==> config.mk <==
export PLATFORM = sky130hd
export DESIGN_NAME = masked_route_table_core
export DESIGN_NICKNAME = d
export VERILOG_FILES = /design/src/design/mrt_pkg.sv /design/src/design/masked_route_table_core.sv /design/src/design/mrt_store.sv /design/src/design/mrt_match.sv
export SDC_FILE = /design/constraint.sdc
export NUM_CORES = 2
export LEC_CHECK = 0
export BUFFER_PORTS_ARGS = -buffer_cell sky130_fd_sc_hd__buf_2
export CAP_MARGIN = 20
export CORE_ASPECT_RATIO = 1.75
export CORE_UTILIZATION = 55
export DETAILED_ROUTE_END_ITERATION = 16
export PLACE_DENSITY = 0.76
export SYNTH_ARGS = -nofsm -noshare
export SYNTH_HDL_FRONTEND = slang
export SYNTH_SLANG_ARGS = --single-unit
==> constraint.sdc <==
create_clock -name aclk -period 7.7 [get_ports aclk]
set_input_delay 1.54 -clock aclk [delete_from_list [all_inputs] [get_ports aclk]]
set_output_delay 1.54 -clock aclk [all_outputs]
set_load 0.005 [all_outputs]
==> src/design/mrt_pkg.sv <==
// Package for the masked route table: item kinds, status codes, sequencer
// states and the stored entry and result layouts. No dependencies.
`default_nettype none

package mrt_pkg;

    localparam int unsigned ADDR_W = 32;
    localparam int unsigned PORT_W = 4;
    localparam int unsigned POS_W  = 4;
    localparam int unsigned S_TDATA_W = 136;
    localparam int unsigned M_TDATA_W = 40;

    typedef enum logic [1:0] {
        KIND_ADD    = 2'd0,
        KIND_REMOVE = 2'd1,
        KIND_LOOKUP = 2'd2,
        KIND_CLEAR  = 2'd3
    } kind_t;

    typedef enum logic [1:0] {
        ST_OK    = 2'd0,
        ST_FULL  = 2'd1,
        ST_RANGE = 2'd2
    } status_t;

    typedef enum logic [2:0] {
        S_IDLE,
        S_DISPATCH,
        S_SHIFT,
        S_SCAN,
        S_SEND
    } state_t;

    typedef struct packed {
        logic [ADDR_W-1:0] mask;
        logic [ADDR_W-1:0] dest;
        logic [ADDR_W-1:0] gateway;
        logic [PORT_W-1:0] port;
    } entry_t;

    typedef struct packed {
        logic              found;
        logic [PORT_W-1:0] out_port;
        logic [ADDR_W-1:0] next_hop;
        status_t           status;
    } result_t;

endpackage

`default_nettype wire

==> src/design/masked_route_table_core.sv <==
// Masked route table top level: stream ports, sequencer and result register.
// Depends on mrt_pkg, mrt_store and mrt_match.
//
// An ordered IPv4 route table of TABLE_DEPTH entries with first-match lookup.
// One transaction on the slave side gives exactly one result transaction on
// the master side. The block takes one transaction at a time: s_axis_tready
// is high only while the sequencer is idle. Add, clear and refused
// transactions go from dispatch straight to the send state. A lookup
// walks the entries from position 0 through the single read port of the
// entry store and the shared masked compare unit, one entry per cycle, and
// stops at the first hit or after the last entry. A remove moves the later
// entries down one per cycle through that same read port and the write
// port. The master side holds a registered result, so a waiting result
// only stalls the block when the next result is ready to leave. Stored
// entries are not cleared at reset; only positions below the entry count
// are ever used.
`default_nettype none

module masked_route_table_core
    import mrt_pkg::*;
#(
    parameter int unsigned TABLE_DEPTH = 16
) (
    input  wire logic                 aclk,
    input  wire logic                 aresetn,
    // slave side
    input  wire logic                 s_axis_tvalid,
    output logic                      s_axis_tready,
    // mask_in[31:0], dest_in[63:32], gateway_in[95:64], port[99:96],
    // position[103:100], lookup_addr[135:104]
    input  wire logic [S_TDATA_W-1:0] s_axis_tdata,
    // kind[1:0]
    input  wire logic [1:0]           s_axis_tuser,
    // master side
    output logic                      m_axis_tvalid,
    input  wire logic                 m_axis_tready,
    // found[0], out_port[4:1], next_hop[36:5], status[38:37], zero pad[39]
    output logic [M_TDATA_W-1:0]      m_axis_tdata
);

    localparam int unsigned CNT_W = $clog2(TABLE_DEPTH + 1);
    localparam int unsigned IDX_W = (TABLE_DEPTH > 1) ? $clog2(TABLE_DEPTH) : 1;
    localparam int unsigned CMP_W = (CNT_W > POS_W) ? CNT_W : POS_W;
    localparam logic [CNT_W-1:0] DEPTH_C = CNT_W'(TABLE_DEPTH);

    // sequencer state
    state_t             state_reg, state_next;
    logic [CNT_W-1:0]   count_reg, count_next;
    logic [CNT_W-1:0]   idx_reg, idx_next;

    // captured transaction
    kind_t              kind_reg;
    entry_t             new_entry_reg;
    logic [POS_W-1:0]   pos_reg;
    logic [ADDR_W-1:0]  addr_reg;

    // pending result and output register
    result_t            res_reg, res_next;
    logic               m_valid_reg, m_valid_next;
    logic [M_TDATA_W-1:0] m_data_reg, m_data_next;

    // store ports
    logic               wr_en;
    logic [IDX_W-1:0]   wr_addr;
    entry_t             wr_data;
    logic [IDX_W-1:0]   rd_addr;
    entry_t             rd_data;

    // compare unit
    logic               hit;
    logic [ADDR_W-1:0]  hop;

    // helpers
    logic               s_fire;
    logic               out_free;
    logic [CMP_W-1:0]   pos_ext;
    logic [CMP_W-1:0]   cnt_ext;
    logic [CNT_W-1:0]   pos_cnt;
    logic [CNT_W-1:0]   idx_p1;
    logic [CNT_W-1:0]   idx_p2;

    assign s_axis_tready = (state_reg == S_IDLE);
    assign s_fire        = s_axis_tvalid && s_axis_tready;
    assign out_free      = !m_valid_reg || m_axis_tready;
    assign m_axis_tvalid = m_valid_reg;
    assign m_axis_tdata  = m_data_reg;

    assign pos_ext = CMP_W'(pos_reg);
    assign cnt_ext = CMP_W'(count_reg);
    assign pos_cnt = CNT_W'(pos_reg);      // only used once pos < count
    assign idx_p1  = idx_reg + CNT_W'(1);
    assign idx_p2  = idx_reg + CNT_W'(2);

    mrt_store #(
        .TABLE_DEPTH (TABLE_DEPTH),
        .IDX_W       (IDX_W)
    ) u_store (
        .aclk        (aclk),
        .wr_en       (wr_en),
        .wr_addr     (wr_addr),
        .wr_data     (wr_data),
        .rd_addr     (rd_addr),
        .rd_data_reg (rd_data)
    );

    mrt_match u_match (
        .entry (rd_data),
        .addr  (addr_reg),
        .hit   (hit),
        .hop   (hop)
    );

    // capture of the accepted transaction, plus the result, output and index registers; no reset
    always_ff @(posedge aclk) begin
        if (s_fire) begin
            kind_reg              <= kind_t'(s_axis_tuser);
            new_entry_reg.mask    <= s_axis_tdata[31:0];
            new_entry_reg.dest    <= s_axis_tdata[63:32];
            new_entry_reg.gateway <= s_axis_tdata[95:64];
            new_entry_reg.port    <= s_axis_tdata[99:96];
            pos_reg               <= s_axis_tdata[103:100];
            addr_reg              <= s_axis_tdata[135:104];
        end
        res_reg    <= res_next;
        m_data_reg <= m_data_next;
        idx_reg    <= idx_next;
    end

    always_ff @(posedge aclk) begin
        if (!aresetn) begin
            state_reg   <= S_IDLE;
            count_reg   <= '0;
            m_valid_reg <= 1'b0;
        end else begin
            state_reg   <= state_next;
            count_reg   <= count_next;
            m_valid_reg <= m_valid_next;
        end
    end

    always_comb begin
        state_next   = state_reg;
        count_next   = count_reg;
        idx_next     = idx_reg;
        res_next     = res_reg;
        m_valid_next = m_valid_reg;
        m_data_next  = m_data_reg;
        wr_en        = 1'b0;
        wr_addr      = '0;
        wr_data      = new_entry_reg;
        rd_addr      = '0;

        if (m_valid_reg && m_axis_tready) begin
            m_valid_next = 1'b0;
        end

        unique case (state_reg)
            S_IDLE: begin
                if (s_fire) begin
                    state_next = S_DISPATCH;
                end
            end

            S_DISPATCH: begin
                res_next   = '{found: 1'b0, out_port: '0, next_hop: '0, status: ST_OK};
                state_next = S_SEND;
                idx_next   = '0;
                unique case (kind_reg)
                    KIND_ADD: begin
                        if (count_reg == DEPTH_C) begin
                            res_next.status = ST_FULL;
                        end else begin
                            wr_en      = 1'b1;
                            wr_addr    = count_reg[IDX_W-1:0];
                            count_next = count_reg + CNT_W'(1);
                        end
                    end
                    KIND_REMOVE: begin
                        if (pos_ext >= cnt_ext) begin
                            res_next.status = ST_RANGE;
                        end else if (pos_ext + CMP_W'(1) == cnt_ext) begin
                            // last entry: nothing to move
                            count_next = count_reg - CNT_W'(1);
                        end else begin
                            idx_next   = pos_cnt;
                            rd_addr    = IDX_W'(pos_cnt + CNT_W'(1));
                            state_next = S_SHIFT;
                        end
                    end
                    KIND_LOOKUP: begin
                        if (count_reg != '0) begin
                            rd_addr    = '0;
                            state_next = S_SCAN;
                        end
                    end
                    KIND_CLEAR: begin
                        count_next = '0;
                    end
                    default: ;
                endcase
            end

            S_SHIFT: begin
                // rd_data holds entry idx+1; move it down to idx
                wr_en   = 1'b1;
                wr_addr = idx_reg[IDX_W-1:0];
                wr_data = rd_data;
                if (idx_p2 == count_reg) begin
                    count_next = count_reg - CNT_W'(1);
                    state_next = S_SEND;
                end else begin
                    idx_next = idx_p1;
                    rd_addr  = idx_p2[IDX_W-1:0];
                end
            end

            S_SCAN: begin
                // rd_data holds entry idx
                if (hit) begin
                    res_next.found    = 1'b1;
                    res_next.out_port = rd_data.port;
                    res_next.next_hop = hop;
                    state_next        = S_SEND;
                end else if (idx_p1 == count_reg) begin
                    state_next = S_SEND;
                end else begin
                    idx_next = idx_p1;
                    rd_addr  = idx_p1[IDX_W-1:0];
                end
            end

            S_SEND: begin
                if (out_free) begin
                    m_valid_next = 1'b1;
                    m_data_next  = {1'b0, res_reg.status, res_reg.next_hop,
                                    res_reg.out_port, res_reg.found};
                    state_next   = S_IDLE;
                end
            end

            default: begin
                state_next = S_IDLE;
            end
        endcase
    end

    // checks
    a_count_bound: assert property (@(posedge aclk) disable iff (!aresetn)
        count_reg <= DEPTH_C)
        else $error("entry count beyond table depth");

    a_scan_in_range: assert property (@(posedge aclk) disable iff (!aresetn)
        state_reg == S_SCAN |-> idx_reg < count_reg)
        else $error("scan index past last entry");

    a_shift_in_range: assert property (@(posedge aclk) disable iff (!aresetn)
        state_reg == S_SHIFT |-> idx_p1 < count_reg)
        else $error("shift source past last entry");

    a_fire_dispatch: assert property (@(posedge aclk) disable iff (!aresetn)
        s_fire |=> state_reg == S_DISPATCH)
        else $error("accepted transaction not dispatched");

    a_result_from_send: assert property (@(posedge aclk) disable iff (!aresetn)
        $rose(m_valid_reg) |-> $past(state_reg) == S_SEND)
        else $error("result raised outside send state");

endmodule

`default_nettype wire

==> src/design/mrt_store.sv <==
// Route entry store: one write port, one read port with registered data.
// Depends on mrt_pkg (entry_t).
`default_nettype none

module mrt_store
    import mrt_pkg::*;
#(
    parameter int unsigned TABLE_DEPTH = 16,
    parameter int unsigned IDX_W       = 4
) (
    input  wire logic             aclk,
    input  wire logic             wr_en,
    input  wire logic [IDX_W-1:0] wr_addr,
    input  wire entry_t           wr_data,
    input  wire logic [IDX_W-1:0] rd_addr,
    output entry_t                rd_data_reg
);

    entry_t table_reg [TABLE_DEPTH];

    always_ff @(posedge aclk) begin
        if (wr_en) begin
            table_reg[wr_addr] <= wr_data;
        end
    end

    always_ff @(posedge aclk) begin
        rd_data_reg <= table_reg[rd_addr];
    end

endmodule

`default_nettype wire

==> src/design/mrt_match.sv <==
// Shared compare unit: masked destination match and next-hop select for one
// entry per cycle. Depends on mrt_pkg (entry_t).
`default_nettype none

module mrt_match
    import mrt_pkg::*;
(
    input  wire entry_t            entry,
    input  wire logic [ADDR_W-1:0] addr,
    output logic                   hit,
    output logic [ADDR_W-1:0]      hop
);

    // equal under mask when no masked bit differs
    assign hit = (((addr ^ entry.dest) & entry.mask) == '0);
    assign hop = (entry.gateway == '0) ? addr : entry.gateway;

endmodule

`default_nettype wire
==> impl_metrics.tcl <==
set metrics [dict create \
    grt_pass1_vias 45007 \
    hold_path.class "register to register" \
    grt_overflow 0 \
    finalSetupTns_ps 0 \
    fin_crit_sh_pct 63.8 \
    place_area_mm2 0.0763 \
    ys_top_cells_by_area "edfxtp_1 74%, nand2_1 8.3%, a32oi_1 4.8%" \
    rsz0062_at_grt "false" \
    path_max_fanout 236 \
    grt_usage_pct 28.4 \
    reg2regPathDepth 10 \
    htree_num_levels 4 \
    post-dp-hpwl_um 99300 \
    reg2reg_from "addr_reg[10]" \
    clkLatencyLatePin_ps 810 \
    io_pins 184 \
    grt_antenna_before_repair 5 \
    peakVddDrop_mv 0.426 \
    seqCellArea_mm2 0.0569 \
    post_cts_buffers 0 \
    viasPerCell 6.49 \
    start_kind "register" \
    syn_inst 5241 \
    critPathLaunch "addr_reg[10]" \
    end_kind "register" \
    status "completed" \
    yosysTopAreaCell "edfxtp_1" \
    cts-hold-fix-buffers 0 \
    final_nets 5465 \
    syn_to_final_growth_pct 11.4 \
    syn_avg_cell_area_um2 14.1 \
    synth_top_area_share_pct 74.2 \
    cts.path.max_buffers 3 \
    vias 46401 \
    wire_per_inst_um 27.3 \
    cts_root_buf "clkbuf_16" \
    fillers 9297 \
    ys_ff_latch 1930 \
    synth_common_cells "1821 x edfxtp_1, 1623 x nand2_1, 445 x a21oi_1, 404 x a32oi_1" \
    drc 0 \
    netlist_area_mm2 0.0737 \
    yosysMostFrequentCell "edfxtp_1" \
    power_leakage_uw 0.0271 \
    cp.arrival_ps 5650 \
    numCtsBuffers 165 \
    worst_pin_slew_ps 1310 \
    synth_edf_count 1821 \
    drv_cap 0 \
    hold_path_startpoint "res_reg[10]" \
    hold_slack_ps 418 \
    max_freq_mhz 203 \
    cts.sink_count 1930 \
    min_period_ps 4910 \
    grt_max_degree 237 \
    p_total_uw 31800 \
    final_layout_size_suffix_gt1_share_pct 10.1 \
    multiInputGateArea_mm2 0.0154 \
    cts_resized 0 \
    grt_use_met1_pct 36.4 \
    setup_viol 0 \
    drtPass1Iterations 9 \
    ant_nets 0 \
    coreArea_mm2 0.133 \
    stdcell_area_mm2 0.0820 \
    grt_pass1_wl_um 283000 \
    gp_congestion 0.858 \
    routed_wirelength_um 195000 \
    finish.utilization_pct 61.7 \
    met3_usage_pct 4.98 \
    critical_path_class "register to register" \
    numPortBuffers 182 \
    async_flop_share_pct 0 \
    cts_tree "done" \
    yosysSeqAreaShare_pct 77.2 \
    start_util_pct 55.4 \
    yosys_warnings 0 \
    rows 177 \
    fp.dieW_um 279 \
    maxSlewHeadroom_pct 12.7 \
    critPathRequiredTime_ps 8440 \
    hold_viol_final 0 \
    top_usage_layer "met2" \
    syn_nets 5397 \
    clkTransAtPathRegs_ps 70 \
    synth_ff_type "edfxtp_1" \
    dieArea_mm2 0.135 \
    largest_reg_flops 1600 \
    rrSetupSlack_ps 2790 \
    die_h_um 486 \
    use_met2_pct 46.7 \
    skew_ps 34.1 \
    hold_depth 0 \
    slew_violations 0 \
    p_per_area_mw_per_mm2 388 \
    drt_iter0_drc 7210 \
    yosysUniqueCellTypes 58 \
]
through the flow:
stage               worst slack [ps]  cells
global route                    2720   7151
finish                          2790   7154
global placement                3050   6842
detailed placement              3030   6842
floorplan                       1490   5241
CTS                             2950   7150
cell type report:
cell class	instances	share of cell area (%)
Sequential cell	1930	69.3
Multi-Input combinational cell	2947	18.8
Clock buffer	210	5.60
Tap cell	1700	2.59
Timing Repair Buffer	249	2.23
Clock inverter	98	1.36
Inverter	16	0.0732
Antenna cell	4	0.0122
placed cells by master, fill, tap and decap left out, types with 21 or more instances in the layout:
cell type  netlist  routed
a22oi_1        217     217
clkinv_1         0      21
bufinv_16        0      21
nand2_1       1623    1621
nor2_1          70      52
clkinv_2         0      31
dfxtp_1        109     109
buf_2           94     182
buf_4           18      34
clkbuf_1       217      23
xor2_1          38      38
a21oi_1        445     445
buf_12           0      33
a32oi_1        404     404
edfxtp_1      1821    1821
clkbuf_16        0     172
cell families (layout without fill, tap and decap cells):
logic type / count (synthesis) / in the layout / share of synthesized area (%)
other: 1 / 5 / 0.00509
AOI/OAI and AO/OA: 1113 / 1113 / 10.5
DFF: 1930 / 1930 / 77.2
buffers and inverters: 364 / 573 / 2.12
and+or+nand+nor: 1768 / 1768 / 9.27
adders and majority gates: 14 / 14 / 0.238
xor gates and xnor gates: 51 / 51 / 0.657
power by group:
part           internal [uW]  switching, uW
sequential             13900            862
clock                   4960           3760
combinational           2240           6080
total                  21100          10700
path summary, 6_finish.rpt:
path / to
setup / recovery: u_store.rd_data_reg[78]
hold / removal: m_axis_tdata[13]
setup reg to reg: u_store.rd_data_reg[78]
hold reg to reg: m_axis_tdata[13]
worst max-delay path: stages (launching register included):
cell and delay, ps:
edfxtp_1 560, xor2_1 290, a22oi_1 460, nand4_1 230, nor4_4 780, o211a_4 680, buf_12 620, a21oi_1 190
a32oi_1 360, a22oi_1 150, nand2_1 90
layer usage:
metal	vias to the layer above	share of wire, %
met5	-	0.012
met1	22906	35
met4	4	5.4
met3	578	11
met2	3089	48
li1	19824	-
(Power assumes the default switching activity.)
